### config.mk
export PLATFORM = sky130hd
export DESIGN_NAME = rid_front
export DESIGN_NICKNAME = d
export VERILOG_FILES = /design/src/rtl/rid_pkg.sv /design/src/rtl/rid_front.sv
export SDC_FILE = /design/constraint.sdc
export NUM_CORES = 1
export LEC_CHECK = 0
export ABC_AREA = 1
export BUFFER_PORTS_ARGS = -buffer_cell sky130_fd_sc_hd__buf_2
export CAP_MARGIN = 40
export CORE_MARGIN = 3
export CORE_UTILIZATION = 55
export CTS_CLUSTER_DIAMETER = 30
export DETAILED_ROUTE_END_ITERATION = 7
export GPL_TIMING_DRIVEN = 0
export PLACE_DENSITY = 0.8
export SYNTH_ARGS = -nofsm -noshare
export SYNTH_HDL_FRONTEND = slang
export SYNTH_SLANG_ARGS = --single-unit
### constraint.sdc
create_clock -name clk -period 8.3 [get_ports clk]
set_clock_uncertainty 0.2 [all_clocks]
set_input_delay 1.66 -clock clk [delete_from_list [all_inputs] [get_ports clk]]
set_output_delay 1.66 -clock clk [all_outputs]
set_load 0.01 [all_outputs]
### src/rtl/rid_pkg.sv
// Shared types, codes and defaults for the reversible indexed deque.
package rid_pkg;

    localparam int CAPACITY_DEF   = 1024;
    localparam int DATA_WIDTH_DEF = 32;

    localparam int OP_W   = 3;
    localparam int POS_W  = 10;
    localparam int VAL_W  = 32;
    localparam int ST_W   = 2;
    localparam int CNT_W  = 11;
    localparam int KIND_W = 3;

    // command op codes
    localparam logic [OP_W-1:0] OP_PUSH_L = 3'd0;
    localparam logic [OP_W-1:0] OP_PUSH_R = 3'd1;
    localparam logic [OP_W-1:0] OP_POP_L  = 3'd2;
    localparam logic [OP_W-1:0] OP_POP_R  = 3'd3;
    localparam logic [OP_W-1:0] OP_READ   = 3'd4;
    localparam logic [OP_W-1:0] OP_WRITE  = 3'd5;
    localparam logic [OP_W-1:0] OP_REV    = 3'd6;

    // result status codes
    localparam logic [ST_W-1:0] ST_OK    = 2'd0;
    localparam logic [ST_W-1:0] ST_EMPTY = 2'd1;
    localparam logic [ST_W-1:0] ST_RANGE = 2'd2;
    localparam logic [ST_W-1:0] ST_FULL  = 2'd3;

    // decoded operation kinds handed from front to back
    localparam logic [KIND_W-1:0] K_NOP   = 3'd0;
    localparam logic [KIND_W-1:0] K_PUSH  = 3'd1;
    localparam logic [KIND_W-1:0] K_POP   = 3'd2;
    localparam logic [KIND_W-1:0] K_READ  = 3'd3;
    localparam logic [KIND_W-1:0] K_WRITE = 3'd4;
    localparam logic [KIND_W-1:0] K_REV   = 3'd5;

    typedef struct packed {
        logic [OP_W-1:0]  op;
        logic [POS_W-1:0] position;
        logic [VAL_W-1:0] value;
    } cmd_t;

    typedef struct packed {
        logic [ST_W-1:0]  status;
        logic [VAL_W-1:0] read_data;
        logic [VAL_W-1:0] left_end;
        logic [VAL_W-1:0] right_end;
        logic [CNT_W-1:0] count;
        logic             is_reversed;
    } rsp_t;

    // classified command: kind plus logical side for push and pop
    typedef struct packed {
        logic [KIND_W-1:0] kind;
        logic              logical_left;
        logic [POS_W-1:0]  position;
        logic [VAL_W-1:0]  value;
    } cls_t;

    // queue handshake between front and back
    typedef struct packed {
        logic valid;
        cls_t item;
    } qout_t;

endpackage

### src/rtl/rid_front.sv
// Front end: accepts command beats, classifies them and queues them for the back end.
module rid_front (
    input  logic          clk,
    input  logic          rst_n,
    input  logic          start,
    output logic          busy,
    input  rid_pkg::cmd_t cmd,
    output rid_pkg::qout_t qout,
    input  logic          q_pop
);
    import rid_pkg::*;

    localparam int QD = 2;

    cls_t             entry_reg [QD];
    logic             wr_ptr_reg, wr_ptr_next;
    logic             rd_ptr_reg, rd_ptr_next;
    logic [1:0]       fill_reg, fill_next;
    cls_t             cls;
    logic             push;

    // decode the op code into a kind and a logical side
    always_comb
    begin
        cls.kind         = K_NOP;
        cls.logical_left = 1'b0;
        cls.position     = cmd.position;
        cls.value        = cmd.value;
        unique case (cmd.op)
            OP_PUSH_L:
            begin
                cls.kind         = K_PUSH;
                cls.logical_left = 1'b1;
            end
            OP_PUSH_R: cls.kind = K_PUSH;
            OP_POP_L:
            begin
                cls.kind         = K_POP;
                cls.logical_left = 1'b1;
            end
            OP_POP_R:  cls.kind = K_POP;
            OP_READ:   cls.kind = K_READ;
            OP_WRITE:  cls.kind = K_WRITE;
            OP_REV:    cls.kind = K_REV;
            default:   cls.kind = K_NOP;
        endcase
    end

    assign busy = (fill_reg == 2'(QD));
    assign push = start && !busy;

    always_comb
    begin
        wr_ptr_next = push  ? !wr_ptr_reg : wr_ptr_reg;
        rd_ptr_next = q_pop ? !rd_ptr_reg : rd_ptr_reg;
        fill_next   = fill_reg + 2'(push) - 2'(q_pop);
    end

    always_ff @(posedge clk or negedge rst_n)
    begin
        if (!rst_n)
        begin
            wr_ptr_reg <= 1'b0;
            rd_ptr_reg <= 1'b0;
            fill_reg   <= 2'd0;
        end
        else
        begin
            wr_ptr_reg <= wr_ptr_next;
            rd_ptr_reg <= rd_ptr_next;
            fill_reg   <= fill_next;
        end
    end

    always_ff @(posedge clk)
    begin
        if (push)
        begin
            entry_reg[wr_ptr_reg] <= cls;
        end
    end

    assign qout.valid = (fill_reg != 2'd0);
    assign qout.item  = entry_reg[rd_ptr_reg];

endmodule

# Word level (Yosys, flattened, before mapping)
# Memory sizes are Yosys's and may differ from the RTL's.
# Cells that the tools add are included.
# Widths: inputs -> output; s select.
# word_totals
register_bits,4
ramBits,92
wordCells,26
n_memories,1
# memory_table
memory,words,width,read_ports,rd_clocked_by_memory_dff,wr,line_no,text
entry_reg,2,46,1,0,1,rid_front.sv:15,cls_t entry_reg [QD];
# classes
addsub,2
eq_ne,7
n_mux,4
n_reduce_logical,9
# op_table
cell,count
$pmux 3 s5,1
$eq 3x3->1 const B,3
$eq 3x2->1 const B,2
$reduce_or 2->1,3
$eq 3x1->1 const B,1
$logic_not 1->1,3
$logic_not 3->1,1
$mux 1,3
$add 2x1->2,1
$eq 2x2->1 const B,1
$reduce_bool 2->1,1
$sub 2x1->2,1
$logic_and 1x1->1,1

# Logic depth before layout (Yosys ltp)
# Gate-level depths: netlist of the first run.
# logic_depth
ltp_word,5
depth_mapped,9
mapped_depth_nobuf,9

# Least setup slack after synthesis of the first run
# OpenSTA, ideal clock, no wires.
# synth_timing
path_type,input port to flip-flop
from,in start
to,"mem entry_reg[1][0] (netlist name), enable pin"
arrival_ns,3.675
required_time_ns,7.651
path_slack_ns,3.975
stages,2
cell_sequence,nand2_1 > nor2_1
# synth_via
elab_chain_len,3
# synth_lines
element,line_no,text
"start, declared",rid_front.sv:5,"input logic start,"
$logic_and 1x1->1,rid_front.sv:50,assign push = start && !busy;
$mux 1,rid_front.sv:77,if (push)
$mux 1 (implied by the code),rid_front.sv:79,entry_reg[wr_ptr_reg] <= cls;
"end, declared",rid_front.sv:15,
# No other way between the ends.

==> results of run 1 <==
[cells by family (layout without fill, tap and decap cells)]
logic type | after synthesis | count (layout) | synth area share (%)
DFF | 96 | 96 | 77.7
buffers and inverters | 65 | 179 | 8.05
and+or+nand+nor | 64 | 64 | 6.76
AOI/OAI and AO/OA | 48 | 48 | 6.59
adders and majority gates | 2 | 2 | 0.679
xor gates and xnor gates | 1 | 1 | 0.238
[area by class of cell]
cell class              instances  share of cell area [%]
plain buffers                  10                    2.01
clock buffers                  10                    2.85
inverters                      55                    4.61
well taps                      77                    2.15
clock inverters                 6                    1.01
repair buffers                 98                    11.6
flip-flops and latches         96                    63.9
multi-input cells             115                    11.9
[worst max-delay path, delay by kind of cell (launching register included)]
family | cells | cell delay, ns
flops | 1 | 0.38
buf+inv | 2 | 0.52
compound gates | 1 | 0.18
[cells in the mapped netlist]
cell type and count:
xor2_1 1, buf_6 6, buf_4 2, ha_1 2
dfrtp_1 4, edfxtp_1 92, o21ai_1 24, inv_1 55
nor2_1 3, o21ai_0 23, nand3_1 2, nand2_1 57
or2_2 1, clkbuf_1 2, o21a_1 1, nor3b_1 1
[worst paths after layout]
path | start | to | depth (start not counted)
setup reg to reg | fill_reg[1]$_DFF_PN0_ | entry_reg[1][24]$_DFFE_PP_ | 4
hold reg to reg | fill_reg[0]$_DFF_PN0_ | fill_reg[0]$_DFF_PN0_ | 1
setup / recovery | rd_ptr_reg$_DFFE_PN0P_ | qout[1] | 3
hold / removal | fill_reg[0]$_DFF_PN0_ | fill_reg[0]$_DFF_PN0_ | 1
min in group asynchronous | rst_n | wr_ptr_reg$_DFFE_PN0P_ | 1
max in group asynchronous | rst_n | rd_ptr_reg$_DFFE_PN0P_ | 1
[report_power, final]
part	total (mW)	leakage (nW)	switching, mW	internal [mW]
sequential	0.690	0.904	0.0296	0.661
combinational	0.527	0.975	0.328	0.198
clock	0.264	0.0789	0.154	0.110
total	1.48	1.96	0.512	0.969
[per-stage QoR]
step                      std cells  instance area (sq um)
after floorplan                 276                   3680
after global placement          449                   4260
after detailed placement        451                   4310
after CTS                       467                   4480
after global routing            467                   4480
final                           467                   4480
[per-layer routing]
layer	up-vias	share of wire, %
met3	12	4.4
li1	1133	-
met2	60	53
met5	-	0
met4	0	2.3
met1	1072	41
==> reports/qor.csv, run 1 <==
stage,metric,value,unit
sta,layout_setup_ws,5.03,ns
yosys,synth.largest_area_cell,edfxtp_1,
power_and_ir_drop,leakagePower,1.96,nW
floorplanning,die_w,87.9,microns
cells_and_area,fin_nets,436,
critical_path,critPathSlowestCell,dfrtp_1,
sta,min_period,3.27,ns
global_route,top_usage_layer,met2,
drt,drc,0,
critical_path,path_max_fanout,10,
yosys,netlist_area,0.00368,sq mm
clock_network,clock_sinks,96,
clock_network,cts_tree,yes,
power_and_ir_drop,power_density,331,mW/mm^2
floorplanning,die_h,87.9,microns
global_route,overflow,0,
yosys,yosys-top-cells-area,"edfxtp_1, nand2_1, inv_1",
yosys,ys_ff_latch,96,
clock_network,clk_latency,0.34,ns
global_route,grt_start_max_net_pins,28,
placed_design,portBuffers,96,
sta,setup_viol,0,
drt,wl,6800,microns
global_route,antenna_found_initial,0,
placed_design,post-place-ws,5.06,ns
critical_path,crit_arrival,1.41,ns
floorplanning,core,0.00642,sq mm
critical_path,r2r_slack,6.26,ns
yosys,synthCells,276,
clock_network,cts.clk_slew.worst_paths,0.08,ns
drt,drtIter0Drc,81,
global_route,first_global_vias,2302,
cells_and_area,syn_to_final_growth,21.6,%
sta,setup_tns,0,ns
critical_path,required,6.44,ns
drt,drt_first_pass_iters,4,
critical_path,worstSetupPathType,flop to output port,
drt,final_antenna_net_count,0,
drt,avgRoutedWirePerCell,14.6,microns
sta,hold_viol,0,
yosys,ys.warnings.count,0,
placed_design,place_congestion,0.679,
clock_network,hold_buffers,0,
placed_design,dp_hpwl,4730,microns
global_route,grtUsageTotal,17.9,%
sta,worst_hold_slack,0.320,ns
yosys,yosys.area.top_type_share,75.0,%
sta,tightest_slew,0.661,ns
critical_path,end_kind,output port,
sta,slew_viol_final,0,
drt,vias,2277,
sta,relSlewSlack,55.8,%
cells_and_area,largest_reg_flops,92,
clock_network,cts_max_path_buffers,2,
sta,fmax,305,MHz
yosys,avgSynthCellArea,13.4,sq um
floorplanning,initial_core_util,57.4,%
cells_and_area,nFillCells,464,
global_route,use_met2,32.1,%
sta,min_period_over_period,39.4,%
cells_and_area,mostFrequentLayoutCell,buf_2,
floorplanning,rows,29,
clock_network,htreeDepth,3,
cells_and_area,multi_input_area,533,sq um
clock_network,cts_buffers,9,
yosys,synth-seq-area-share,77.7,%
cells_and_area,regArea,0.00286,sq mm
floorplanning,fp.dieArea,0.00772,sq mm
yosys,yosys.cell_types.count,16,
min_path,min_path_type,flop to flop,
critical_path,critPathLaunchType,flop,
global_route,grt_use_met1,19.8,%
run_status,status,finished clean,
cells_and_area,insertedDiodeCount,0,
cells_and_area,final_layout_size_suffix_gt1_share,31.8,%
critical_path,slowest_delay,0.38,ns
global_route,use_met3,4.05,%
yosys,syn_nets,327,
run,max-cap-violations,0,
power_and_ir_drop,peakVddDrop,0.245,mV
global_route,grt_pass1_wl,10300,microns
drt,via_per_inst,4.88,
critical_path,cp_cell_sequence,"clkbuf_1, o21ai_0, buf_2",
clock_network,post-cts-setup-buffer-count,0,
cells_and_area,post-route-util,69.8,%
clock_network,root_buffer,clkbuf_8,
clock_network,cts_resized,0,
power_and_ir_drop,total_power,1.48,mW
sta,rsz0062_at_grt,no,
floorplanning,io_pins,97,
cells_and_area,layout_common_cells,"buf_2, edfxtp_1, nand2_1",
No activity file was read; power rests on OpenSTA's default activity.
==> run 2: changes to the inputs <==
Settings changed: CORE_UTILIZATION 55 to 47, PLACE_DENSITY 0.8 to 0.72.
Clock period 8.3 ns to 2.9 ns, I/O delays scaled along.
==> reports/qor.csv, run 2 (synthesis gave the netlist of run 1 again) <==
stage,metric,value,unit,change
sta,setup_viol,0,,unchanged
floorplanning,core,0.00745,sq mm,was 0.00642 sq mm
cells_and_area,multi_input_area,533,sq um,unchanged
sta,rsz0062_at_grt,no,,unchanged
clock_network,cts_buffers,9,,unchanged
critical_path,end_kind,output port,,unchanged
critical_path,path_buf_inv,2,,unchanged
clock_network,clock_sinks,96,,unchanged
critical_path,required,2.12,ns,was 6.44 ns
run_status,status,finished clean,,unchanged
critical_path,crit_family,buffers and inverters,,unchanged
drt,avgRoutedWirePerCell,13.6,microns,was 14.6 microns
critical_path,slowest_delay,0.38,ns,about the same
min_path,min_path_type,primary input to flop,,was flop to flop
cells_and_area,fin_nets,437,,was 436
clock_network,post-cts-setup-buffer-count,0,,unchanged
run,max-cap-violations,0,,unchanged
critical_path,crit_arrival,1.42,ns,was 1.41 ns
placed_design,place_congestion,0.661,,was 0.679
critical_path,path_max_fanout,10,,unchanged
floorplanning,rows,31,,was 29
global_route,grt_pass1_wl,10200,microns,"was 10,300 microns"
critical_path,cp_cell_sequence,"clkbuf_1, o21ai_0, buf_2",,unchanged
power_and_ir_drop,power_density,985,mW/mm^2,was 331 mW/mm^2
placed_design,portBuffers,96,,unchanged
clock_network,clk_latency,0.34,ns,about the same
clock_network,htreeDepth,3,,unchanged
floorplanning,die_h,94.5,microns,was 87.9 microns
cells_and_area,regArea,0.00286,sq mm,unchanged
power_and_ir_drop,peakVddDrop,0.651,mV,was 0.245 mV
cells_and_area,mostFrequentLayoutCell,buf_2,,unchanged
placed_design,dp_hpwl,4570,microns,was 4730 microns
sta,min_period,2.20,ns,
floorplanning,die_w,94.5,microns,was 87.9 microns
global_route,grt_start_max_net_pins,30,,was 28
clock_network,root_buffer,clkbuf_8,,unchanged
clock_network,cts_max_path_buffers,2,,unchanged
floorplanning,io_pins,97,,unchanged
sta,slew_viol_final,0,,unchanged
drt,drtIter0Drc,94,,was 81
sta,relSlewSlack,60.0,%,was 55.8%
drt,final_antenna_net_count,0,,unchanged
critical_path,critPathSlowestCell,dfrtp_1,,unchanged
sta,fmax,455,MHz,
power_and_ir_drop,leakagePower,2.01,nW,was 1.96 nW
sta,min_period_over_period,75.8,%,
cells_and_area,largest_reg_flops,92,,unchanged
sta,tightest_slew,0.599,ns,was 0.661 ns
floorplanning,fp.dieArea,0.00894,sq mm,was 0.00772 sq mm
drt,via_per_inst,4.67,,was 4.88
global_route,grtUsageTotal,15.1,%,was 17.9%
cells_and_area,nFillCells,625,,was 464
global_route,first_global_vias,2224,,"was 2,302"
clock_network,cts_tree,yes,,unchanged
sta,worst_hold_slack,0.212,ns,was 0.320 ns
critical_path,critPathLaunchType,flop,,unchanged
global_route,overflow,0,,unchanged
sta,hold_viol,0,,unchanged
cells_and_area,final_layout_size_suffix_gt1_share,32.0,%,was 31.8%
global_route,antenna_found_initial,0,,unchanged
clock_network,cts_resized,0,,unchanged
drt,vias,2286,,"was 2,277"
floorplanning,initial_core_util,49.5,%,was 57.4%
drt,drt_first_pass_iters,4,,unchanged
cells_and_area,syn_to_final_growth,24.8,%,was 21.6%
cells_and_area,layout_common_cells,"buf_2, edfxtp_1, nand2_1",,unchanged
cells_and_area,insertedDiodeCount,0,,unchanged
clock_network,cts.clk_slew.worst_paths,0.10,ns,was 0.08 ns
critical_path,worstSetupPathType,flop to output port,,unchanged
sta,setup_tns,0,ns,unchanged
drt,wl,6690,microns,was 6800 microns
drt,drc,0,,unchanged
[run 2: routing by layer]
layer  share of wire [%]  wire length (microns)  vias to the layer above  track usage (%)
li1                    -                      -                     1142                -
met1                  41                   2730                     1075             17.8
met2                  53                   3530                       63             26.8
met3                 5.4                    358                        6             3.43
met4                 1.1                     75                        0             6.13
met5                   0                      0                        -                0
[run 2: worst register-to-register path: cells and delay by family (launching register included)]
| kind | cells | cell delay (ns) |
|---|---|---|
| and+or+nand+nor | 3 | 0.74 |
| DFF | 1 | 0.41 |
| buffers and inverters | 1 | 0.28 |
[run 2: area by class of cell]
cell class / count / area share [%]
tap: 99 / 2.69
sequential: 96 / 62.3
multi-input combinational: 115 / 11.6
clock buffer: 9 / 2.69
clock inverter: 7 / 2.75
buffer: 10 / 1.96
inverter: 55 / 4.49
timing repair buffer: 99 / 11.5
[run 2: final timing paths]
kind	startpoint	end	slack, ns	cells after the start
worst max-delay path	rd_ptr_reg$_DFFE_PN0P_	qout[7]	0.70	3
worst min-delay path	cmd[39]	entry_reg[1][39]$_DFFE_PP_	0.21	1
worst max register to register	fill_reg[1]$_DFF_PN0_	entry_reg[1][22]$_DFFE_PP_	0.95	4
worst min register to register	wr_ptr_reg$_DFFE_PN0P_	wr_ptr_reg$_DFFE_PN0P_	0.30	2
max in group asynchronous	rst_n	fill_reg[1]$_DFF_PN0_	2.02	2
min in group asynchronous	rst_n	fill_reg[0]$_DFF_PN0_	0.35	2
[run 2: where the power goes]
group | internal, mW | total, mW | switching [mW]
combinational | 0.568 | 1.51 | 0.946
sequential | 1.89 | 1.97 | 0.0785
clock | 0.583 | 1.04 | 0.460
total | 3.04 | 4.53 | 1.48
[run 2: timing repair]
action	4_1_cts	5_1_grt
endpoints found under the hold margin	4	0
endpoints found under the setup margin	0	0
hold buffers	1	0
[run 2: through the flow]
step	instance area, sq um	util, %	power, mW	setup slack (ns)	cells
final	4600	61.7	4.53	0.702	490
after CTS	4600	61.7	4.58	0.677	490
after detailed placement	4340	58.2	3.54	0.781	473
after global routing	4600	61.7	4.80	0.554	490
after floorplan	3690	-	2.88	0.419	276
after global placement	4290	57.6	3.47	-0.346	471
